--- src/rtl/ec2c_pkg.sv ---
// ec2c_pkg: shared types, constants and tables for the epoch-to-calendar unit.
// Used by epoch_seconds_to_calendar_unit and ec2c_tod. No dependencies.

package ec2c_pkg;

  // Seconds within one day, 0..86399
  typedef logic [16:0] tod_t;

  // Day split: secs/128 divided by 675 (86400 = 128 * 675)
  localparam logic [22:0] DAY_RECIP  = 23'd6362914;   // floor(2^32 / 675)
  localparam logic [9:0]  DAY_DIV    = 10'd675;

  // Days counted from 1968-01-01 so that four-year cycles start on a leap year
  localparam logic [15:0] EPOCH_OFS  = 16'd731;
  localparam logic [15:0] CYC_RECIP  = 16'd45933;     // floor(2^26 / 1461)
  localparam logic [10:0] CYC_DAYS   = 11'd1461;
  localparam logic [10:0] YR1_START  = 11'd366;
  localparam logic [10:0] YR2_START  = 11'd731;
  localparam logic [10:0] YR3_START  = 11'd1096;
  localparam logic [7:0]  CYC_BASE_YEAR = 8'd68;      // 1968 - 1900

  // 2100 is not a leap year: day counts since 1970 of 2100-03-01 and 2101-01-01
  localparam logic [15:0] DAYS_2100_MAR = 16'd47541;
  localparam logic [15:0] DAYS_2101     = 16'd47847;

  // Weekday: (days + 4) mod 7, 1970-01-01 was a Thursday
  localparam logic [15:0] WDAY_OFS   = 16'd4;
  localparam logic [16:0] WDAY_RECIP = 17'd74898;     // floor(2^19 / 7)
  localparam logic [2:0]  WEEK_DAYS  = 3'd7;

  // Time of day: (tod/16) / 225 gives the hour, then sih / 60 the minute
  localparam logic [12:0] HOUR_RECIP = 13'd4660;      // floor(2^20 / 225)
  localparam logic [7:0]  HOUR_DIV   = 8'd225;
  localparam logic [12:0] MIN_RECIP  = 13'd4369;      // floor(2^18 / 60)
  localparam logic [5:0]  SECS_PER_MIN = 6'd60;

  localparam logic [3:0]  MON_FEB    = 4'd1;

  // Zero-based day of year on which a month starts
  function automatic logic [8:0] month_start(input logic leap, input logic [3:0] mon);
    logic [8:0] base;
    case (mon)
      4'd0:    base = 9'd0;
      4'd1:    base = 9'd31;
      4'd2:    base = 9'd59;
      4'd3:    base = 9'd90;
      4'd4:    base = 9'd120;
      4'd5:    base = 9'd151;
      4'd6:    base = 9'd181;
      4'd7:    base = 9'd212;
      4'd8:    base = 9'd243;
      4'd9:    base = 9'd273;
      4'd10:   base = 9'd304;
      4'd11:   base = 9'd334;
      default: base = 9'd0;
    endcase
    return base + 9'(leap && (mon > MON_FEB));
  endfunction

endpackage

--- src/rtl/ec2c_tod.sv ---
// ec2c_tod: six-stage pipeline splitting seconds-of-day into hour, minute, second.
// Depends on ec2c_pkg. All stages advance together on en.

module ec2c_tod (
  input  logic           clk,
  input  logic           en,
  input  ec2c_pkg::tod_t tod_in,
  output logic [4:0]     hour,
  output logic [5:0]     minute,
  output logic [5:0]     second
);

  // t4: hour reciprocal product
  logic [12:0] t4_x_r, t4_x_nxt;
  logic [3:0]  t4_lo_r;
  logic [25:0] t4_prod_r, t4_prod_nxt;
  // t5: hour estimate and remainder
  logic [4:0]  t5_hq_r, t5_hq_nxt;
  logic [8:0]  t5_rem_r, t5_rem_nxt;
  logic [3:0]  t5_lo_r;
  logic [12:0] t5_diff;
  // t6: corrected hour, seconds within hour
  logic [4:0]  t6_hour_r, t6_hour_nxt;
  logic [11:0] t6_sih_r, t6_sih_nxt;
  logic        t6_ge;
  logic [7:0]  t6_hr;
  // t7: minute reciprocal product
  logic [4:0]  t7_hour_r;
  logic [11:0] t7_sih_r;
  logic [24:0] t7_prod_r, t7_prod_nxt;
  // t8: minute estimate and remainder
  logic [4:0]  t8_hour_r;
  logic [5:0]  t8_mq_r, t8_mq_nxt;
  logic [6:0]  t8_rem_r, t8_rem_nxt;
  logic [11:0] t8_diff;
  // t9: outputs
  logic [4:0]  t9_hour_r;
  logic [5:0]  t9_min_r, t9_min_nxt;
  logic [5:0]  t9_sec_r, t9_sec_nxt;
  logic        t9_ge;

  always_comb begin
    t4_x_nxt    = tod_in[16:4];
    t4_prod_nxt = 26'(t4_x_nxt) * 26'(ec2c_pkg::HOUR_RECIP);

    t5_hq_nxt  = t4_prod_r[24:20];
    t5_diff    = t4_x_r - 13'(t5_hq_nxt) * 13'(ec2c_pkg::HOUR_DIV);
    t5_rem_nxt = t5_diff[8:0];

    // estimate is the true quotient or one short
    t6_ge       = t5_rem_r >= 9'(ec2c_pkg::HOUR_DIV);
    t6_hour_nxt = t5_hq_r + 5'(t6_ge);
    t6_hr       = t6_ge ? 8'(t5_rem_r - 9'(ec2c_pkg::HOUR_DIV)) : t5_rem_r[7:0];
    t6_sih_nxt  = {t6_hr, t5_lo_r};

    t7_prod_nxt = 25'(t6_sih_r) * 25'(ec2c_pkg::MIN_RECIP);

    t8_mq_nxt  = t7_prod_r[23:18];
    t8_diff    = t7_sih_r - 12'(t8_mq_nxt) * 12'(ec2c_pkg::SECS_PER_MIN);
    t8_rem_nxt = t8_diff[6:0];

    t9_ge      = t8_rem_r >= 7'(ec2c_pkg::SECS_PER_MIN);
    t9_min_nxt = t8_mq_r + 6'(t9_ge);
    t9_sec_nxt = t9_ge ? 6'(t8_rem_r - 7'(ec2c_pkg::SECS_PER_MIN)) : t8_rem_r[5:0];
  end

  always_ff @(posedge clk) begin
    if (en) begin
      t4_x_r    <= t4_x_nxt;
      t4_lo_r   <= tod_in[3:0];
      t4_prod_r <= t4_prod_nxt;
      t5_hq_r   <= t5_hq_nxt;
      t5_rem_r  <= t5_rem_nxt;
      t5_lo_r   <= t4_lo_r;
      t6_hour_r <= t6_hour_nxt;
      t6_sih_r  <= t6_sih_nxt;
      t7_hour_r <= t6_hour_r;
      t7_sih_r  <= t6_sih_r;
      t7_prod_r <= t7_prod_nxt;
      t8_hour_r <= t7_hour_r;
      t8_mq_r   <= t8_mq_nxt;
      t8_rem_r  <= t8_rem_nxt;
      t9_hour_r <= t8_hour_r;
      t9_min_r  <= t9_min_nxt;
      t9_sec_r  <= t9_sec_nxt;
    end
  end

  assign hour   = t9_hour_r;
  assign minute = t9_min_r;
  assign second = t9_sec_r;

endmodule

--- src/rtl/epoch_seconds_to_calendar_unit.sv ---
// epoch_seconds_to_calendar_unit: top level, unsigned epoch seconds to UTC calendar fields.
// Depends on ec2c_pkg and ec2c_tod.
//
// Usage:
//   Input channel in_valid / in_stall / in_epoch_seconds carries one 32-bit unsigned
//   count of seconds since 1970-01-01 00:00:00 UTC per item. Output channel
//   out_valid / out_stall carries the broken-down time: second, minute, hour,
//   weekday (0 = Sunday), year since 1900, zero-based day of year, month 0..11
//   and one-based day of month. One result item per input item, in order.
//   An item passes through the nine pipeline stages from accept to out_valid;
//   throughput is one item per cycle while the output is not stalled. Every
//   divide is a reciprocal multiply followed by a one-step correction.
//   A stall on a valid output item freezes the whole pipeline: out_stall with out_valid
//   high raises in_stall in the same cycle, nothing is dropped or repeated.
//   Bubbles are kept in place while stalled.
//   Reset (rst_n low, synchronous) clears the stage valid bits; no item is in
//   flight afterwards and out_valid is low.

module epoch_seconds_to_calendar_unit (
  input  logic        clk,
  input  logic        rst_n,
  input  logic        in_valid,
  output logic        in_stall,
  input  logic [31:0] in_epoch_seconds,
  output logic        out_valid,
  input  logic        out_stall,
  output logic [5:0]  out_second_of_minute,
  output logic [5:0]  out_minute_of_hour,
  output logic [4:0]  out_hour_of_day,
  output logic [2:0]  out_weekday,
  output logic [7:0]  out_year_since_1900,
  output logic [8:0]  out_day_of_year,
  output logic [3:0]  out_month_index,
  output logic [4:0]  out_day_of_month
);

  // Global advance: every stage moves when the output register is free or taken.
  logic       adv;
  logic [8:0] vld_r;

  assign adv      = !vld_r[8] || !out_stall;
  assign in_stall = !adv;

  always_ff @(posedge clk) begin
    if (!rst_n) begin
      vld_r <= '0;
    end else if (adv) begin
      vld_r <= {vld_r[7:0], in_valid};
    end
  end

  // s1: secs/128 times reciprocal of 675
  logic [47:0] s1_prod_r, s1_prod_nxt;
  logic [24:0] s1_xhi_r;
  logic [6:0]  s1_lo7_r;
  // s2: day estimate and remainder
  logic [15:0] s2_q_r, s2_q_nxt;
  logic [10:0] s2_rem_r, s2_rem_nxt;
  logic [6:0]  s2_lo7_r;
  logic [25:0] s2_diff;
  // s3: day count and seconds of day
  logic [15:0] s3_days_r, s3_days_nxt;
  ec2c_pkg::tod_t s3_tod_r, s3_tod_nxt;
  logic        s3_ge;
  logic [9:0]  s3_rem;
  // s4: four-year cycle and weekday reciprocal products
  logic [15:0] s4_n_r, s4_n_nxt;
  logic [31:0] s4_cprod_r, s4_cprod_nxt;
  logic [15:0] s4_wx_r, s4_wx_nxt;
  logic [32:0] s4_wprod_r, s4_wprod_nxt;
  logic        s4_adj_r, s4_adj_nxt;
  // s5: estimates and remainders
  logic [5:0]  s5_cq_r, s5_cq_nxt;
  logic [11:0] s5_crem_r, s5_crem_nxt;
  logic [3:0]  s5_wrem_r, s5_wrem_nxt;
  logic        s5_adj_r;
  logic [15:0] s5_cdiff;
  logic [15:0] s5_wdiff;
  // s6: year, day of year, leap flag, weekday
  logic [8:0]  s6_yday_r, s6_yday_nxt;
  logic        s6_leap_r, s6_leap_nxt;
  logic [7:0]  s6_year_r, s6_year_nxt;
  logic [2:0]  s6_wday_r, s6_wday_nxt;
  logic        s6_adj_r;
  logic        s6_cge;
  logic [5:0]  s6_cyc;
  logic [10:0] s6_r;
  logic [1:0]  s6_yic;
  logic [10:0] s6_ystart;
  // s7: month compares
  logic [10:0] s7_mask_r, s7_mask_nxt;
  logic [8:0]  s7_ydf_r;
  logic [8:0]  s7_ydo_r, s7_ydo_nxt;
  logic        s7_leap_r;
  logic [7:0]  s7_year_r;
  logic [2:0]  s7_wday_r;
  // s8: month index
  logic [3:0]  s8_mon_r, s8_mon_nxt;
  logic [8:0]  s8_ydf_r;
  logic [8:0]  s8_ydo_r;
  logic        s8_leap_r;
  logic [7:0]  s8_year_r;
  logic [2:0]  s8_wday_r;
  // s9: output register
  logic [4:0]  s9_mday_r, s9_mday_nxt;
  logic [3:0]  s9_mon_r;
  logic [8:0]  s9_ydo_r;
  logic [7:0]  s9_year_r;
  logic [2:0]  s9_wday_r;

  always_comb begin
    s1_prod_nxt = 48'(in_epoch_seconds[31:7]) * 48'(ec2c_pkg::DAY_RECIP);

    s2_q_nxt   = s1_prod_r[47:32];
    s2_diff    = 26'(s1_xhi_r) - 26'(s2_q_nxt) * 26'(ec2c_pkg::DAY_DIV);
    s2_rem_nxt = s2_diff[10:0];

    // reciprocal estimate is exact or one short
    s3_ge       = s2_rem_r >= 11'(ec2c_pkg::DAY_DIV);
    s3_days_nxt = s2_q_r + 16'(s3_ge);
    s3_rem      = s3_ge ? 10'(s2_rem_r - 11'(ec2c_pkg::DAY_DIV)) : s2_rem_r[9:0];
    s3_tod_nxt  = {s3_rem, s2_lo7_r};

    // Pretend 2100-02-29 exists: from 2100-03-01 on, shift the count by one so the
    // plain four-year cycle holds. Month/day then come out right from the leap
    // table; only the day of year within 2100 needs taking back by one.
    s4_n_nxt     = s3_days_r + ec2c_pkg::EPOCH_OFS
                 + 16'(s3_days_r >= ec2c_pkg::DAYS_2100_MAR);
    s4_cprod_nxt = 32'(s4_n_nxt) * 32'(ec2c_pkg::CYC_RECIP);
    s4_wx_nxt    = s3_days_r + ec2c_pkg::WDAY_OFS;
    s4_wprod_nxt = 33'(s4_wx_nxt) * 33'(ec2c_pkg::WDAY_RECIP);
    s4_adj_nxt   = (s3_days_r >= ec2c_pkg::DAYS_2100_MAR)
                && (s3_days_r < ec2c_pkg::DAYS_2101);

    s5_cq_nxt   = s4_cprod_r[31:26];
    s5_cdiff    = s4_n_r - 16'(s5_cq_nxt) * 16'(ec2c_pkg::CYC_DAYS);
    s5_crem_nxt = s5_cdiff[11:0];
    s5_wdiff    = s4_wx_r - 16'(s4_wprod_r[31:19]) * 16'(ec2c_pkg::WEEK_DAYS);
    s5_wrem_nxt = s5_wdiff[3:0];

    s6_cge = s5_crem_r >= 12'(ec2c_pkg::CYC_DAYS);
    s6_cyc = s5_cq_r + 6'(s6_cge);
    s6_r   = s6_cge ? 11'(s5_crem_r - 12'(ec2c_pkg::CYC_DAYS)) : s5_crem_r[10:0];
    if (s6_r < ec2c_pkg::YR1_START) begin
      s6_yic    = 2'd0;
      s6_ystart = 11'd0;
    end else if (s6_r < ec2c_pkg::YR2_START) begin
      s6_yic    = 2'd1;
      s6_ystart = ec2c_pkg::YR1_START;
    end else if (s6_r < ec2c_pkg::YR3_START) begin
      s6_yic    = 2'd2;
      s6_ystart = ec2c_pkg::YR2_START;
    end else begin
      s6_yic    = 2'd3;
      s6_ystart = ec2c_pkg::YR3_START;
    end
    s6_yday_nxt = 9'(s6_r - s6_ystart);
    s6_leap_nxt = (s6_yic == 2'd0);
    s6_year_nxt = ec2c_pkg::CYC_BASE_YEAR + 8'({s6_cyc, 2'b00}) + 8'(s6_yic);
    s6_wday_nxt = (s5_wrem_r >= 4'(ec2c_pkg::WEEK_DAYS))
                ? 3'(s5_wrem_r - 4'(ec2c_pkg::WEEK_DAYS)) : s5_wrem_r[2:0];

    // mask bit i: day lies at or past the start of month i+1
    for (int i = 0; i < 11; i++) begin
      s7_mask_nxt[i] = s6_yday_r >= ec2c_pkg::month_start(s6_leap_r, 4'(i + 1));
    end
    s7_ydo_nxt = s6_yday_r - 9'(s6_adj_r);

    s8_mon_nxt = 4'($countones(s7_mask_r));

    s9_mday_nxt = 5'(s8_ydf_r - ec2c_pkg::month_start(s8_leap_r, s8_mon_r) + 9'd1);
  end

  always_ff @(posedge clk) begin
    if (adv) begin
      s1_prod_r  <= s1_prod_nxt;
      s1_xhi_r   <= in_epoch_seconds[31:7];
      s1_lo7_r   <= in_epoch_seconds[6:0];
      s2_q_r     <= s2_q_nxt;
      s2_rem_r   <= s2_rem_nxt;
      s2_lo7_r   <= s1_lo7_r;
      s3_days_r  <= s3_days_nxt;
      s3_tod_r   <= s3_tod_nxt;
      s4_n_r     <= s4_n_nxt;
      s4_cprod_r <= s4_cprod_nxt;
      s4_wx_r    <= s4_wx_nxt;
      s4_wprod_r <= s4_wprod_nxt;
      s4_adj_r   <= s4_adj_nxt;
      s5_cq_r    <= s5_cq_nxt;
      s5_crem_r  <= s5_crem_nxt;
      s5_wrem_r  <= s5_wrem_nxt;
      s5_adj_r   <= s4_adj_r;
      s6_yday_r  <= s6_yday_nxt;
      s6_leap_r  <= s6_leap_nxt;
      s6_year_r  <= s6_year_nxt;
      s6_wday_r  <= s6_wday_nxt;
      s6_adj_r   <= s5_adj_r;
      s7_mask_r  <= s7_mask_nxt;
      s7_ydf_r   <= s6_yday_r;
      s7_ydo_r   <= s7_ydo_nxt;
      s7_leap_r  <= s6_leap_r;
      s7_year_r  <= s6_year_r;
      s7_wday_r  <= s6_wday_r;
      s8_mon_r   <= s8_mon_nxt;
      s8_ydf_r   <= s7_ydf_r;
      s8_ydo_r   <= s7_ydo_r;
      s8_leap_r  <= s7_leap_r;
      s8_year_r  <= s7_year_r;
      s8_wday_r  <= s7_wday_r;
      s9_mday_r  <= s9_mday_nxt;
      s9_mon_r   <= s8_mon_r;
      s9_ydo_r   <= s8_ydo_r;
      s9_year_r  <= s8_year_r;
      s9_wday_r  <= s8_wday_r;
    end
  end

  // Time-of-day split runs alongside stages 4..9
  ec2c_tod u_tod (
    .clk    (clk),
    .en     (adv),
    .tod_in (s3_tod_r),
    .hour   (out_hour_of_day),
    .minute (out_minute_of_hour),
    .second (out_second_of_minute)
  );

  assign out_valid           = vld_r[8];
  assign out_weekday         = s9_wday_r;
  assign out_year_since_1900 = s9_year_r;
  assign out_day_of_year     = s9_ydo_r;
  assign out_month_index     = s9_mon_r;
  assign out_day_of_month    = s9_mday_r;

endmodule

--- config.mk ---
export PLATFORM = sky130hd
export DESIGN_NAME = epoch_seconds_to_calendar_unit
export DESIGN_NICKNAME = d
export VERILOG_FILES = /design/src/rtl/ec2c_pkg.sv /design/src/rtl/ec2c_tod.sv /design/src/rtl/epoch_seconds_to_calendar_unit.sv
export SDC_FILE = /design/constraint.sdc
export NUM_CORES = 2
export LEC_CHECK = 0
export ABC_CLOCK_PERIOD_IN_PS = 15200
export BUFFER_PORTS_ARGS = -buffer_cell sky130_fd_sc_hd__buf_2
export CAP_MARGIN = 20
export CORE_MARGIN = 1
export CORE_UTILIZATION = 28
export DETAILED_ROUTE_END_ITERATION = 10
export PLACE_DENSITY = 0.45
export SYNTH_ARGS = -nofsm -noshare
export SYNTH_HDL_FRONTEND = slang
export SYNTH_SLANG_ARGS = --single-unit
--- constraint.sdc ---
create_clock -name clk -period 15.2 [get_ports clk]
set_clock_uncertainty 0.05 [all_clocks]
set_input_delay 1.52 -clock clk [delete_from_list [all_inputs] [get_ports clk]]
set_output_delay 1.52 -clock clk [all_outputs]
set_load 0.01 [all_outputs]
==> results.cfg <==
[outcome]
status = finished, final reports clean

[logic_synthesis]
synth_largest_area_cell = edfxtp_1
syn_area_per_cell_um2 = 11.8
synthArstFlopShare_pct = 0
yosys_warnings = 0
synth-seq-area-share_pct = 32.0
synth-main-ff-cell = edfxtp_1
yosysUniqueCellTypes = 82
synthTopCellsByArea = edfxtp_1 (31%), ha_1 (25%), fa_1 (19%), inv_1 (7.2%), xnor2_1 (3.5%)
syn_area_mm2 = 0.0361
synth_edf_count = 375
synth.top_cell.area_share_pct = 31.2
syn_inst = 3073
syn-num-nets = 4179
synth-seq-cells = 389

[global_route]
grt_pass1_wl_um = 116000
grt_usage_pct = 11.1
grt_overflow = 0
grt_pass1_vias = 21700
grt_max_degree = 150
antenna_found_initial = 0

[worst_setup_path]
crit_family = adder cells
worstPathMaxFanout = 8
start_kind = register
crit_buf_inv = 5
worstSetupEndpointType = register
crit_slowest_cell = xnor2_1
worstPathRequired_ns = 15.51
critPathMaxStageDelay_ns = 0.65
criticalPathCategory = reg2reg
crit_arrival_ns = 8.91

[cells_and_area]
layout_commonest_cell = ha_1
antennaDiodeCount = 0
drive_above_1_share_pct = 6.36
area_delta_synth_final_pct = 11.3
layout_common_cells = ha_1 (725), inv_1 (688), edfxtp_1 (375)
nFillCells = 12900
fin_nets = 4291

[route]
drtAntennaViolNets = 0
drt_iter0_drc = 755
vias = 20600
drc = 0
post_drt_via_cell_ratio = 4.22
wl_um = 70900
route.met2.wl_um = 33600
met3WireLength_um = 1850
wl_met1_um = 34200
routed.top_layer = met4
wire_per_inst_um = 14.5
drt_first_pass_iters = 5

[die]
fp.dieH_um = 361
design.core.area_mm2 = 0.128
initial_utilization_pct = 28.3
ioPinCount = 84
die_x_um = 361
dieArea_mm2 = 0.130
rows = 131

[placement]
post-dp-hpwl_um = 57100
gp_congestion = 0.817
io_buffers = 83

[clock_network]
cts_max_path_buffers = 3
post_cts_resize_count = 0
cts_setup_buffers = 0
clk_latency_ns = 0.61
cts-root-buf = clkbuf_16
clkTransAtPathRegs_ns = 0.07
cts_hold_buffers = 0
cts_tree = built
htreeDepth = 2
cts_buffers = 49
cts_sinks = 389

[timing]
hold_viol = 0
slew_violations = 0
max_freq_mhz = 116
relSlewSlack_pct = 38.4
worst_slew_pin_slew_ns = 0.924
rsz0062_at_grt = false
setup_violations = 0
finalSetupTns_ns = 0
fin_crit_sh_pct = 56.6
period_needed_ns = 8.60

[worst_hold_path]
min_path_type = reg2reg

[run]
drv_cap = 0
per-stage QoR:
stage	hold WS (ns)	cells	area [µm²]	setup slack, ns	utilization (%)
floorplan	0.350	3073	36100	2.17	-
global placement	0.352	4796	38500	6.62	30.2
detailed placement	0.355	4796	38500	6.50	30.2
CTS	0.330	4886	40200	6.54	31.5
global route	0.355	4886	40200	5.96	31.5
finish	0.334	4886	40200	6.60	31.5
state kept, by name (all words and copies together), names as in the netlist, 9 cells and up, named ones only:
signal	flops
s7_mask_r	11
s3_tod_r	17
s7_ydo_r	9
u_tod.t6_sih_r	12
s6_yday_r	9
s5_crem_r	12
s1_xhi_r	11
out_day_of_year	9
u_tod.t4_x_r	9
u_tod.t7_prod_r	10
s8_ydo_r	9
s2_q_r	16
s3_days_r	16
s1_prod_r	16
s2_rem_r	11
u_tod.t5_rem_r	9
vld_r	9
s4_n_r	12
cell families (layout without fill, tap and decap cells):
| family | after synthesis | count (layout) | share of synthesized area (%) |
|---|---|---|---|
| buf+inv | 722 | 873 | 7.60 |
| mux | 9 | 9 | 0.263 |
| simple gates | 328 | 328 | 4.44 |
| compound gates | 336 | 336 | 6.19 |
| xor+xnor | 219 | 219 | 5.31 |
| flops | 389 | 389 | 32.0 |
| fa+ha+maj | 1070 | 1070 | 44.2 |
cell type report:
class / count / area (µm²) / share of cell area [%]
Tap cell: 1662 / 2080 / 5.17
Timing Repair Buffer: 91 / 488 / 1.21
Sequential cell: 389 / 11500 / 28.7
Multi-Input combinational cell: 1962 / 21800 / 54.3
Clock inverter: 37 / 384 / 0.956
Inverter: 692 / 2600 / 6.47
Clock buffer: 53 / 1260 / 3.14
cells in the mapped netlist (7+ instances only):
cell / count
xnor2_1: 145
fa_1: 345
o21bai_1: 16
o21a_1: 25
a21o_1: 35
and2_1: 7
nand2_1: 82
a211oi_1: 11
nand3_1: 38
nor3_1: 21
inv_1: 688
o211ai_1: 7
ha_1: 725
and3_1: 9
a21boi_0: 12
xor2_1: 74
nand4_1: 18
edfxtp_1: 375
dfxtp_1: 14
nand2b_1: 26
a21oi_1: 93
o31ai_1: 8
nor2b_1: 14
clkbuf_1: 22
o21ai_0: 58
nor2_1: 84
path summary, 6_finish.rpt:
| kind | startpoint | end | slack [ns] | depth (start not counted) |
|---|---|---|---|---|
| worst max-delay path | s3_days_r[3]$_DFFE_PN_ | s4_cprod_r[31]$_DFFE_PN_ | 6.60 | 35 |
| worst min register to register | s6_year_r[1]$_DFFE_PN_ | s7_year_r[1]$_DFFE_PN_ | 0.33 | 0 |
| worst max register to register | s3_days_r[3]$_DFFE_PN_ | s4_cprod_r[31]$_DFFE_PN_ | 6.60 | 35 |
| worst min-delay path | s6_year_r[1]$_DFFE_PN_ | s7_year_r[1]$_DFFE_PN_ | 0.33 | 0 |
metal layers:
metal  vias to the layer above  GRT usage (%)
met4                         0           2.50
met1                      9895           15.0
met2                       170           18.8
met3                        64           1.46
met5                         -              0
li1                      10500              -
Power is not shown: default switching activity piles up to over one toggle a cycle in this logic, so the estimate is an artifact.
